[src/rtl/uecl_pkg.sv]
// Package for the uptime and epoch clock: field widths, constants, the
// controller/datapath command and status structs and the month offset table.
// No dependencies.
`default_nettype none

package uecl_pkg;

    localparam int unsigned MS_W      = 11;
    localparam int unsigned TICK_W    = 10;
    localparam int unsigned SECS_W    = 32;
    localparam int unsigned NS_W      = 30;
    localparam int unsigned CFG_IDX_W = 1;
    localparam int unsigned CFG_DAT_W = 10;
    localparam int unsigned YEAR_W    = 12;
    localparam int unsigned DAYS_W    = 22;
    localparam int unsigned TOD_W     = 17;

    localparam logic [CFG_IDX_W-1:0] CFG_MS_PER_TICK = 1'b0;
    localparam logic [CFG_IDX_W-1:0] CFG_RTC_PRESENT = 1'b1;

    localparam logic [1:0] CLK_UNIX     = 2'd0;
    localparam logic [1:0] CLK_MONOTONE = 2'd1;

    localparam logic STATUS_OK          = 1'b0;
    localparam logic STATUS_UNSUPPORTED = 1'b1;

    localparam logic [TICK_W-1:0] MS_PER_TICK_RST = 10'd10;
    localparam logic [MS_W-1:0]   MS_PER_SEC      = 11'd1000;
    localparam logic [19:0]       NS_PER_MS       = 20'd1000000;

    // ceil(2^24 / 400): exact floor(y / 400) for y below 4096
    localparam logic [15:0]             ERA_RECIP   = 16'd41944;
    localparam logic signed [13:0]      YEARS_ERA   = 14'sd400;
    localparam logic signed [21:0]      DAYS_ERA    = 22'sd146097;
    localparam logic signed [DAYS_W-1:0] EPOCH_DAYS = 22'sd719468;
    localparam logic signed [31:0]      SECS_DAY    = 32'sd86400;
    localparam logic [11:0]             SECS_HOUR   = 12'd3600;
    localparam logic [5:0]              SECS_MIN    = 6'd60;

    typedef struct packed {
        logic load;
        logic tick;
        logic yoe_en;
        logic days_en;
        logic out_load;
    } dp_cmd_t;

    typedef struct packed {
        logic out_free;
    } dp_stat_t;

    // (153 * mm + 2) / 5 for the March-based month index
    function automatic logic [8:0] month_days(input logic [3:0] mm);
        logic [8:0] d;
        unique case (mm)
            4'd0:    d = 9'd0;
            4'd1:    d = 9'd31;
            4'd2:    d = 9'd61;
            4'd3:    d = 9'd92;
            4'd4:    d = 9'd122;
            4'd5:    d = 9'd153;
            4'd6:    d = 9'd184;
            4'd7:    d = 9'd214;
            4'd8:    d = 9'd245;
            4'd9:    d = 9'd275;
            4'd10:   d = 9'd306;
            4'd11:   d = 9'd337;
            4'd12:   d = 9'd367;
            default: d = 9'd0;
        endcase
        return d;
    endfunction

endpackage

`default_nettype wire

[src/rtl/uecl_if.sv]
// Valid/ready channel interfaces for request and response beats.
// Depends on uecl_pkg for field widths.
`default_nettype none

interface uecl_req_if;
    logic                             valid;
    logic                             ready;
    logic                             command;
    logic [1:0]                       clock_sel;
    logic [uecl_pkg::YEAR_W-1:0]      year;
    logic [3:0]                       month;
    logic [4:0]                       day;
    logic [4:0]                       hour;
    logic [5:0]                       minute;
    logic [5:0]                       second;

    modport source (output valid, command, clock_sel, year, month, day, hour, minute,
                    second, input ready);
    modport sink   (input valid, command, clock_sel, year, month, day, hour, minute,
                    second, output ready);
endinterface

interface uecl_rsp_if;
    logic                          valid;
    logic                          ready;
    logic [uecl_pkg::SECS_W-1:0]   seconds;
    logic [uecl_pkg::NS_W-1:0]     nanoseconds;
    logic                          status;

    modport source (output valid, seconds, nanoseconds, status, input ready);
    modport sink   (input valid, seconds, nanoseconds, status, output ready);
endinterface

`default_nettype wire

[src/rtl/uecl_ctrl.sv]
// Sequencer for the clock block: accepts beats, steps the date conversion
// and hands results to the output register. Depends on uecl_pkg.
`default_nettype none

module uecl_ctrl (
    input  wire                       clk,
    input  wire                       rst_n,
    input  wire                       in_valid,
    input  wire                       in_command,
    output logic                      in_ready,
    input  wire uecl_pkg::dp_stat_t   stat,
    output uecl_pkg::dp_cmd_t         cmd
);

    typedef enum logic [1:0] {
        ST_IDLE,
        ST_YOE,
        ST_DAYS,
        ST_DONE
    } state_t;

    state_t state_reg;
    state_t state_next;
    logic   accept;

    assign in_ready = (state_reg == ST_IDLE);
    assign accept   = in_valid && in_ready;

    always_comb
    begin
        cmd          = '0;
        cmd.load     = accept;
        cmd.tick     = accept && !in_command;
        cmd.yoe_en   = (state_reg == ST_YOE);
        cmd.days_en  = (state_reg == ST_DAYS);
        cmd.out_load = (state_reg == ST_DONE) && stat.out_free;
        state_next   = state_reg;
        unique case (state_reg)
            ST_IDLE:
            begin
                if (accept && in_command)
                begin
                    state_next = ST_YOE;
                end
            end
            ST_YOE:  state_next = ST_DAYS;
            ST_DAYS: state_next = ST_DONE;
            ST_DONE:
            begin
                if (stat.out_free)
                begin
                    state_next = ST_IDLE;
                end
            end
            default: state_next = ST_IDLE;
        endcase
    end

    always_ff @(posedge clk or negedge rst_n)
    begin
        if (!rst_n)
        begin
            state_reg <= ST_IDLE;
        end
        else
        begin
            state_reg <= state_next;
        end
    end

endmodule

`default_nettype wire

[src/rtl/uecl_dp.sv]
// Datapath: configuration registers, uptime counter, days-from-civil
// pipeline registers and the output register. Depends on uecl_pkg.
`default_nettype none

module uecl_dp (
    input  wire                                clk,
    input  wire                                rst_n,
    input  wire                                cfg_we,
    input  wire [uecl_pkg::CFG_IDX_W-1:0]      cfg_index,
    input  wire [uecl_pkg::CFG_DAT_W-1:0]      cfg_wdata,
    input  wire uecl_pkg::dp_cmd_t             cmd,
    output uecl_pkg::dp_stat_t                 stat,
    input  wire [1:0]                          clock_sel,
    input  wire [uecl_pkg::YEAR_W-1:0]         year,
    input  wire [3:0]                          month,
    input  wire [4:0]                          day,
    input  wire [4:0]                          hour,
    input  wire [5:0]                          minute,
    input  wire [5:0]                          second,
    output logic                               out_valid,
    input  wire                                out_ready,
    output logic [uecl_pkg::SECS_W-1:0]        out_seconds,
    output logic [uecl_pkg::NS_W-1:0]          out_nanoseconds,
    output logic                               out_status
);

    localparam int unsigned TOD_W = uecl_pkg::TOD_W;

    logic [uecl_pkg::TICK_W-1:0]        ms_per_tick_reg;
    logic                               rtc_present_reg;
    logic [uecl_pkg::MS_W-1:0]          uptime_ms_reg;
    logic [uecl_pkg::SECS_W-1:0]        uptime_sec_reg;

    logic [1:0]                         clock_sel_reg;
    logic signed [13:0]                 ys_reg;
    logic signed [4:0]                  era_reg;
    logic signed [9:0]                  doy_reg;
    logic [uecl_pkg::TOD_W-1:0]         tod_reg;
    logic [8:0]                         yoe_reg;
    logic signed [uecl_pkg::DAYS_W-1:0] era_days_reg;
    logic signed [uecl_pkg::DAYS_W-1:0] days_reg;
    logic                               out_valid_reg;
    logic [uecl_pkg::SECS_W-1:0]        seconds_reg;
    logic [uecl_pkg::NS_W-1:0]          ns_reg;
    logic                               status_reg;

    logic [uecl_pkg::MS_W-1:0]          ms_sum;
    logic                               early_month;
    logic [3:0]                         mm;
    logic signed [13:0]                 ys_in;
    logic [27:0]                        era_prod;
    logic signed [4:0]                  era_in;
    logic signed [9:0]                  doy_in;
    logic [uecl_pkg::TOD_W-1:0]         tod_in;
    logic signed [13:0]                 yoe_full;
    logic signed [21:0]                 era_days_full;
    logic [1:0]                         cent;
    logic signed [uecl_pkg::DAYS_W-1:0] doe;
    logic signed [53:0]                 day_secs;
    logic [uecl_pkg::SECS_W-1:0]        unix_secs;
    logic [30:0]                        ns_full;

    assign stat.out_free = !out_valid_reg || out_ready;

    // config and uptime
    assign ms_sum = uptime_ms_reg + {1'b0, ms_per_tick_reg};

    always_ff @(posedge clk or negedge rst_n)
    begin
        if (!rst_n)
        begin
            ms_per_tick_reg <= uecl_pkg::MS_PER_TICK_RST;
            rtc_present_reg <= 1'b0;
            uptime_ms_reg   <= '0;
            uptime_sec_reg  <= '0;
        end
        else
        begin
            if (cfg_we)
            begin
                unique case (cfg_index)
                    uecl_pkg::CFG_MS_PER_TICK: ms_per_tick_reg <= cfg_wdata;
                    uecl_pkg::CFG_RTC_PRESENT: rtc_present_reg <= cfg_wdata[0];
                    default: ;
                endcase
            end
            if (cmd.tick)
            begin
                if (ms_sum >= uecl_pkg::MS_PER_SEC)
                begin
                    uptime_ms_reg  <= '0;
                    uptime_sec_reg <= uptime_sec_reg + 32'd1;
                end
                else
                begin
                    uptime_ms_reg <= ms_sum;
                end
            end
        end
    end

    // load stage: shifted year, era, day of year, time of day
    assign early_month = (month <= 4'd2);
    assign mm          = early_month ? (month + 4'd9) : (month - 4'd3);
    assign ys_in       = $signed({2'b00, year}) - $signed({13'd0, early_month});
    assign era_prod    = ys_in[11:0] * uecl_pkg::ERA_RECIP;
    assign era_in      = ys_in[13] ? -5'sd1 : $signed({1'b0, era_prod[27:24]});
    assign doy_in      = $signed({1'b0, uecl_pkg::month_days(mm)})
                         + $signed({5'd0, day}) - 10'sd1;
    assign tod_in      = TOD_W'(hour) * TOD_W'(uecl_pkg::SECS_HOUR)
                         + TOD_W'(minute) * TOD_W'(uecl_pkg::SECS_MIN)
                         + TOD_W'(second);

    // year of era and era start
    assign yoe_full      = ys_reg - 14'(era_reg * uecl_pkg::YEARS_ERA);
    assign era_days_full = 22'(era_reg * uecl_pkg::DAYS_ERA);

    // day of era and days since epoch
    always_comb
    begin
        priority if (yoe_reg >= 9'd300) cent = 2'd3;
        else if (yoe_reg >= 9'd200)     cent = 2'd2;
        else if (yoe_reg >= 9'd100)     cent = 2'd1;
        else                            cent = 2'd0;
    end

    assign doe = $signed({4'd0, 18'(yoe_reg) * 18'd365})
                 + $signed({15'd0, yoe_reg[8:2]})
                 - $signed({20'd0, cent})
                 + 22'(doy_reg);

    // final seconds
    assign day_secs  = days_reg * uecl_pkg::SECS_DAY;
    assign unix_secs = day_secs[31:0] + {15'd0, tod_reg};
    assign ns_full   = {20'd0, uptime_ms_reg} * {11'd0, uecl_pkg::NS_PER_MS};

    always_ff @(posedge clk)
    begin
        if (cmd.load)
        begin
            clock_sel_reg <= clock_sel;
            ys_reg        <= ys_in;
            era_reg       <= era_in;
            doy_reg       <= doy_in;
            tod_reg       <= tod_in;
        end
        if (cmd.yoe_en)
        begin
            yoe_reg      <= yoe_full[8:0];
            era_days_reg <= era_days_full;
        end
        if (cmd.days_en)
        begin
            days_reg <= era_days_reg + doe - uecl_pkg::EPOCH_DAYS;
        end
        if (cmd.out_load)
        begin
            unique case (clock_sel_reg)
                uecl_pkg::CLK_MONOTONE:
                begin
                    seconds_reg <= uptime_sec_reg;
                    ns_reg      <= ns_full[29:0];
                    status_reg  <= uecl_pkg::STATUS_OK;
                end
                uecl_pkg::CLK_UNIX:
                begin
                    seconds_reg <= rtc_present_reg ? unix_secs : '0;
                    ns_reg      <= '0;
                    status_reg  <= uecl_pkg::STATUS_OK;
                end
                default:
                begin
                    seconds_reg <= '0;
                    ns_reg      <= '0;
                    status_reg  <= uecl_pkg::STATUS_UNSUPPORTED;
                end
            endcase
        end
    end

    always_ff @(posedge clk or negedge rst_n)
    begin
        if (!rst_n)
        begin
            out_valid_reg <= 1'b0;
        end
        else if (cmd.out_load)
        begin
            out_valid_reg <= 1'b1;
        end
        else if (out_ready)
        begin
            out_valid_reg <= 1'b0;
        end
    end

    assign out_valid       = out_valid_reg;
    assign out_seconds     = seconds_reg;
    assign out_nanoseconds = ns_reg;
    assign out_status      = status_reg;

endmodule

`default_nettype wire

[src/rtl/uptime_and_epoch_clock.sv]
// Uptime counter and Unix epoch converter, top level.
// Depends on uecl_pkg, uecl_if, uecl_ctrl and uecl_dp.
//
// Usage:
//   in_ch  : request beats. command 0 is a timer tick (no response), command 1
//            reads the clock chosen by clock_sel; calendar fields feed the Unix
//            clock conversion.
//   out_ch : one response beat per read: seconds, nanoseconds, status.
//   cfg_*  : write-only registers, index 0 ms_per_tick, index 1 rtc_present;
//            write only while the block is idle.
// Timing:
//   A tick is applied at the edge it is accepted; the next beat can follow in
//   the next cycle. A read walks the date conversion through three sequencer
//   steps (year of era, day count, seconds) and its response is then loaded
//   into the output register; in_ch takes no new beat while a read is in its steps.
// Reset: uptime cleared, ms_per_tick = 10, rtc_present = 0, no response pending.
// Stall: the response waits in the output register; a following tick or read
//   is still accepted, and a second read holds in its last step until the
//   output register frees.
`default_nettype none

module uptime_and_epoch_clock (
    input  wire                                clk,
    input  wire                                rst_n,
    input  wire                                cfg_we,
    input  wire [uecl_pkg::CFG_IDX_W-1:0]      cfg_index,
    input  wire [uecl_pkg::CFG_DAT_W-1:0]      cfg_wdata,
    uecl_req_if.sink                           in_ch,
    uecl_rsp_if.source                         out_ch
);

    uecl_pkg::dp_cmd_t  cmd;
    uecl_pkg::dp_stat_t stat;

    uecl_ctrl u_ctrl (
        .clk        (clk),
        .rst_n      (rst_n),
        .in_valid   (in_ch.valid),
        .in_command (in_ch.command),
        .in_ready   (in_ch.ready),
        .stat       (stat),
        .cmd        (cmd)
    );

    uecl_dp u_dp (
        .clk             (clk),
        .rst_n           (rst_n),
        .cfg_we          (cfg_we),
        .cfg_index       (cfg_index),
        .cfg_wdata       (cfg_wdata),
        .cmd             (cmd),
        .stat            (stat),
        .clock_sel       (in_ch.clock_sel),
        .year            (in_ch.year),
        .month           (in_ch.month),
        .day             (in_ch.day),
        .hour            (in_ch.hour),
        .minute          (in_ch.minute),
        .second          (in_ch.second),
        .out_valid       (out_ch.valid),
        .out_ready       (out_ch.ready),
        .out_seconds     (out_ch.seconds),
        .out_nanoseconds (out_ch.nanoseconds),
        .out_status      (out_ch.status)
    );

endmodule

`default_nettype wire

[src/flat_wrapper.sv]
// flat-port wrapper written by rule: the top's interface ports become plain ports
module uptime_and_epoch_clock_flat 
  (clk, rst_n, cfg_we, cfg_index, cfg_wdata, in_ch_valid, in_ch_command, in_ch_clock_sel, in_ch_year, in_ch_month, in_ch_day, in_ch_hour, in_ch_minute, in_ch_second, in_ch_ready, out_ch_valid, out_ch_seconds, out_ch_nanoseconds, out_ch_status, out_ch_ready);
  uecl_req_if in_ch_i ();
  uecl_rsp_if out_ch_i ();
  input  wire clk;
  input  wire rst_n;
  input  wire cfg_we;
  input  wire [uecl_pkg::CFG_IDX_W-1:0] cfg_index;
  input  wire [uecl_pkg::CFG_DAT_W-1:0] cfg_wdata;
  input wire logic [$bits(in_ch_i.valid)-1:0] in_ch_valid;
  input wire logic [$bits(in_ch_i.command)-1:0] in_ch_command;
  input wire logic [$bits(in_ch_i.clock_sel)-1:0] in_ch_clock_sel;
  input wire logic [$bits(in_ch_i.year)-1:0] in_ch_year;
  input wire logic [$bits(in_ch_i.month)-1:0] in_ch_month;
  input wire logic [$bits(in_ch_i.day)-1:0] in_ch_day;
  input wire logic [$bits(in_ch_i.hour)-1:0] in_ch_hour;
  input wire logic [$bits(in_ch_i.minute)-1:0] in_ch_minute;
  input wire logic [$bits(in_ch_i.second)-1:0] in_ch_second;
  output wire logic [$bits(in_ch_i.ready)-1:0] in_ch_ready;
  output wire logic [$bits(out_ch_i.valid)-1:0] out_ch_valid;
  output wire logic [$bits(out_ch_i.seconds)-1:0] out_ch_seconds;
  output wire logic [$bits(out_ch_i.nanoseconds)-1:0] out_ch_nanoseconds;
  output wire logic [$bits(out_ch_i.status)-1:0] out_ch_status;
  input wire logic [$bits(out_ch_i.ready)-1:0] out_ch_ready;
  assign in_ch_i.valid = in_ch_valid;
  assign in_ch_i.command = in_ch_command;
  assign in_ch_i.clock_sel = in_ch_clock_sel;
  assign in_ch_i.year = in_ch_year;
  assign in_ch_i.month = in_ch_month;
  assign in_ch_i.day = in_ch_day;
  assign in_ch_i.hour = in_ch_hour;
  assign in_ch_i.minute = in_ch_minute;
  assign in_ch_i.second = in_ch_second;
  assign in_ch_ready = in_ch_i.ready;
  assign out_ch_valid = out_ch_i.valid;
  assign out_ch_seconds = out_ch_i.seconds;
  assign out_ch_nanoseconds = out_ch_i.nanoseconds;
  assign out_ch_status = out_ch_i.status;
  assign out_ch_i.ready = out_ch_ready;
  uptime_and_epoch_clock u_core (.clk(clk), .rst_n(rst_n), .cfg_we(cfg_we), .cfg_index(cfg_index), .cfg_wdata(cfg_wdata), .in_ch(in_ch_i), .out_ch(out_ch_i));
endmodule
[config.mk]
export PLATFORM = sky130hd
export DESIGN_NAME = uptime_and_epoch_clock_flat
export DESIGN_NICKNAME = d
export VERILOG_FILES = /design/src/rtl/uecl_pkg.sv /design/src/rtl/uecl_if.sv /design/src/rtl/uecl_ctrl.sv /design/src/rtl/uecl_dp.sv /design/src/rtl/uptime_and_epoch_clock.sv /design/src/flat_wrapper.sv
export SDC_FILE = /design/constraint.sdc
export NUM_CORES = 1
export LEC_CHECK = 0
export ABC_AREA = 1
export BUFFER_PORTS_ARGS = -buffer_cell sky130_fd_sc_hd__buf_2
export CAP_MARGIN = 20
export CORE_AREA = 2 2 344 346
export DETAILED_ROUTE_END_ITERATION = 8
export DIE_AREA = 0 0 346 348
export PLACE_DENSITY_LB_ADDON = 0.08
export SYNTH_ARGS = -nofsm -noshare
export SYNTH_HDL_FRONTEND = slang
export SYNTH_SLANG_ARGS = --single-unit
[constraint.sdc]
create_clock -name clk -period 7.3 [get_ports clk]
set_clock_uncertainty 0.2 [all_clocks]
set_input_delay 0.365 -clock clk [delete_from_list [all_inputs] [get_ports clk]]
set_output_delay 0.365 -clock clk [all_outputs]
set_load 0.01 [all_outputs]
==> key figures <==
Setup path
  – Crit. End Element: flip-flop
  – CP Max Fanout: 6
  – CP most frequent cell: fa_1
  – FF-to-FF Start: u_core.u_dp.yoe_reg[6]
  – Worst reg2reg path depth: 26
  – Critical-path top delay cell: fa_1
  – Arr. time, crit path: 7.11 ns
  – Crit path launch type: flip-flop
  – CP peak stage delay: 0.51 ns
  – R2r setup slk: 0.33 ns
  – R2R Path End: u_core.u_dp.days_reg[19]
  – Worst path required time: 7.44 ns
  – Crit Path Class: reg2reg

CTS
  – Clock Latency Late Sink: 0.61 ns
  – Clk buf depth: 3
  – H-tree levels: 1
  – # clock sinks: 210
  – Worst-path clk slew: 0.05 ns
  – Root Driver: clkbuf_16
  – CTS Buf Count: 31
  – TritonCTS clock tree: built

Cells and area
  – Fraction of layout cells with a size suffix above 1: 9.29%
  – Synthesis-to-finish area growth: 15.8%
  – Final nets: 4,060
  – Fill cell count: 12.9k

Die
  – Die width: 346 um
  – Num ports: 122
  – # rows: 126
  – Starting density of the core: 22.8%
  – Die Span Y: 348 um
  – Die area: 120,000 um^2
  – Core ar.: 117,000 um^2

STA
  – Final worst setup slack: 0.334 ns
  – F_max: 144 MHz
  – Setup violators final: 0
  – Measured slew at the worst slew-check pin: 0.984 ns
  – Final hold violation count: 0
  – Post-layout min period: 6.97 ns
  – Max-slew violations: 0
  – Setup_tns: 0 ns
  – RSZ-0062 raised after global routing: yes
  – Final Cycle Share: 95.4%
  – Slew headroom: 34.3%

Route
  – Antenna viol nets, final: 0
  – Initial drt markers: 699
  – TritonRoute pass-1 iters: 5
  – Final WL: 75.1 mm
  – Routed length per instance: 15.5 um
  – Routed via count: 19.8k
  – # DRC: 0
  – Via density: 4.08

Job
  – Max-Cap Viols: 0

Global routing
  – GRT Util Overall: 12.5%
  – Vias in the first global route: 21.1k
  – Pin count of the biggest net entering global routing: 58
  – Initial antenna violation count: 5
  – First-pass GRT wire length: 119 mm
  – GRT overflow: 0

Yosys
  – Ys flop type: edfxtp_1
  – FF+latch count, synth: 210
  – Cells after synthesis: 3,093
  – Syn avg cell area: 8.63 um^2
  – Ys async rst share: 27.1%
  – Post-synth top area cell: ha_1
  – Synth Cell Area: 26,700 um^2
  – Synth cell types: 57
  – Sequential share of the synthesized area: 22.6%
  – Largest cells by area after synthesis: ha_1 23%, edfxtp_1 17%, fa_1 16%, inv_1 9.4%, nand2_1 7.8%
  – Synth warnings: 0
  – Number of flops mapped to enable cells by yosys: 153
  – Top cell type's share of synthesized area: 23.2%

Placement
  – Dpl hpwl: 64.5 mm
  – Port Buffers: 115
  – DP Worst Slack: -0.119 ns
  – Final Wtd Congestion: 0.800

Worst hold path
  – Worst Hold Path Cells: 3
  – Hold path start: in_ch_second[3]
  – HP Class: in2reg
  – Hold Path Sink: u_core.u_dp.tod_reg[3]

Outcome
  – Run status: finished, final reports clean
## per-layer routing
| metal | GRT usage (%) | vias up | share of wire, % |
|---|---|---|---|
| met4 | 2.27 | 8 | 1.7 |
| met1 | 16.9 | 9199 | 48 |
| met5 | 0 | - | 0.051 |
| li1 | - | 10400 | - |
| met2 | 21.5 | 182 | 47 |
| met3 | 1.70 | 62 | 3.1 |
## cell type report
type	count	area [um^2]	share of cell area (%)
diodes	1	2.50	0.00809
clock inverters	19	206	0.668
well taps	1536	1920	6.21
repair buffers	188	1180	3.82
flip-flops and latches	210	6020	19.5
clock buffers	39	816	2.64
inverters	671	2520	8.14
multi-input cells	2190	18300	59.0
## how the worst max path moves through the flow
stage	from	endpoint	slack (ns)	cells after the start
after global routing	u_core.u_dp.yoe_reg[7]	u_core.u_dp.days_reg[21]	-0.002	29
after detailed placement	u_core.u_dp.yoe_reg[6]	u_core.u_dp.days_reg[20]	-0.12	28
after CTS	u_core.u_dp.yoe_reg[5]	u_core.u_dp.days_reg[20]	0.01	33
after global placement	u_core.u_dp.yoe_reg[6]	u_core.u_dp.days_reg[20]	-0.04	28
after floorplan	u_core.u_dp.yoe_reg[4]	u_core.u_dp.days_reg[21]	0.44	29
final	u_core.u_dp.yoe_reg[6]	u_core.u_dp.days_reg[19]	0.33	26
## critical path, delay by kind of cell (launching register included)
family / cells / cell delay (ns)
adder cells (fa/ha/maj): 9 / 3.71
AO/OA/AOI/OAI: 7 / 1.14
buffers and inverters: 6 / 0.68
XOR/XNOR: 2 / 0.31
flip-flops: 1 / 0.47
AND/OR/NAND/NOR: 2 / 0.18
## metrics by stage
stage / instances / hold WS, ns / cell area [um^2] / utilization, %
floorplan: 3098 / -0.131 / 26700 / -
global placement: 4766 / 0.270 / 29400 / 25.2
detailed placement: 4766 / 0.252 / 29400 / 25.2
CTS: 4848 / 0.0234 / 30700 / 26.2
global route: 4854 / 0.0385 / 30900 / 26.4
finish: 4854 / 0.0662 / 30900 / 26.4
## cells by family after synthesis
| group | count (synthesis) | synth area share (%) |
|---|---|---|
| AOI/OAI and AO/OA | 362 | 7.66 |
| xor gates and xnor gates | 147 | 4.82 |
| adders and majority gates | 711 | 39.4 |
| buffers and inverters | 698 | 10.0 |
| DFF | 210 | 22.6 |
| muxes | 8 | 0.337 |
| other | 1 | 0.0140 |
| and+or+nand+nor | 956 | 15.2 |
## synthesized netlist by cell type (all sizes together), types with 9 or more instances
cell type / number
nand4: 32
inv: 671
fa: 216
nor2: 168
ha: 495
clkbuf: 14
o21ai: 119
nor3: 37
o22ai: 12
a21oi: 160
dfrtp: 55
o21a: 9
edfxtp: 153
xnor2: 55
nor4: 12
xor2: 92
buf: 13
nand3: 117
nand3b: 9
nand2: 563
or2: 11
a31oi: 9
## cells in the final DEF, fill, tap and decap left out, types with 98 or more instances in the layout
| master | netlist | routed |
|---|---|---|
| a21oi_1 | 158 | 151 |
| buf_2 | 4 | 115 |
| edfxtp_1 | 153 | 153 |
| fa_1 | 216 | 216 |
| ha_1 | 495 | 487 |
| inv_1 | 670 | 665 |
| nand2_1 | 555 | 551 |
| nand3_1 | 115 | 115 |
| nor2_1 | 157 | 152 |
| o21ai_0 | 103 | 98 |
## repair_timing
| action | CTS | global route |
|---|---|---|
| setup endpoints to repair | 3 | 8 |
| pin swaps | 0 | 11 |
| endpoints found under the hold margin | 75 | 0 |
| setup buffers | 1 | 4 |
| resized for setup | 2 | 46 |
| hold buffers | 23 | 0 |
Power is left out: the tool's default activity adds up to more than one toggle a clock period on the data nets, which glitch-free logic cannot reach.
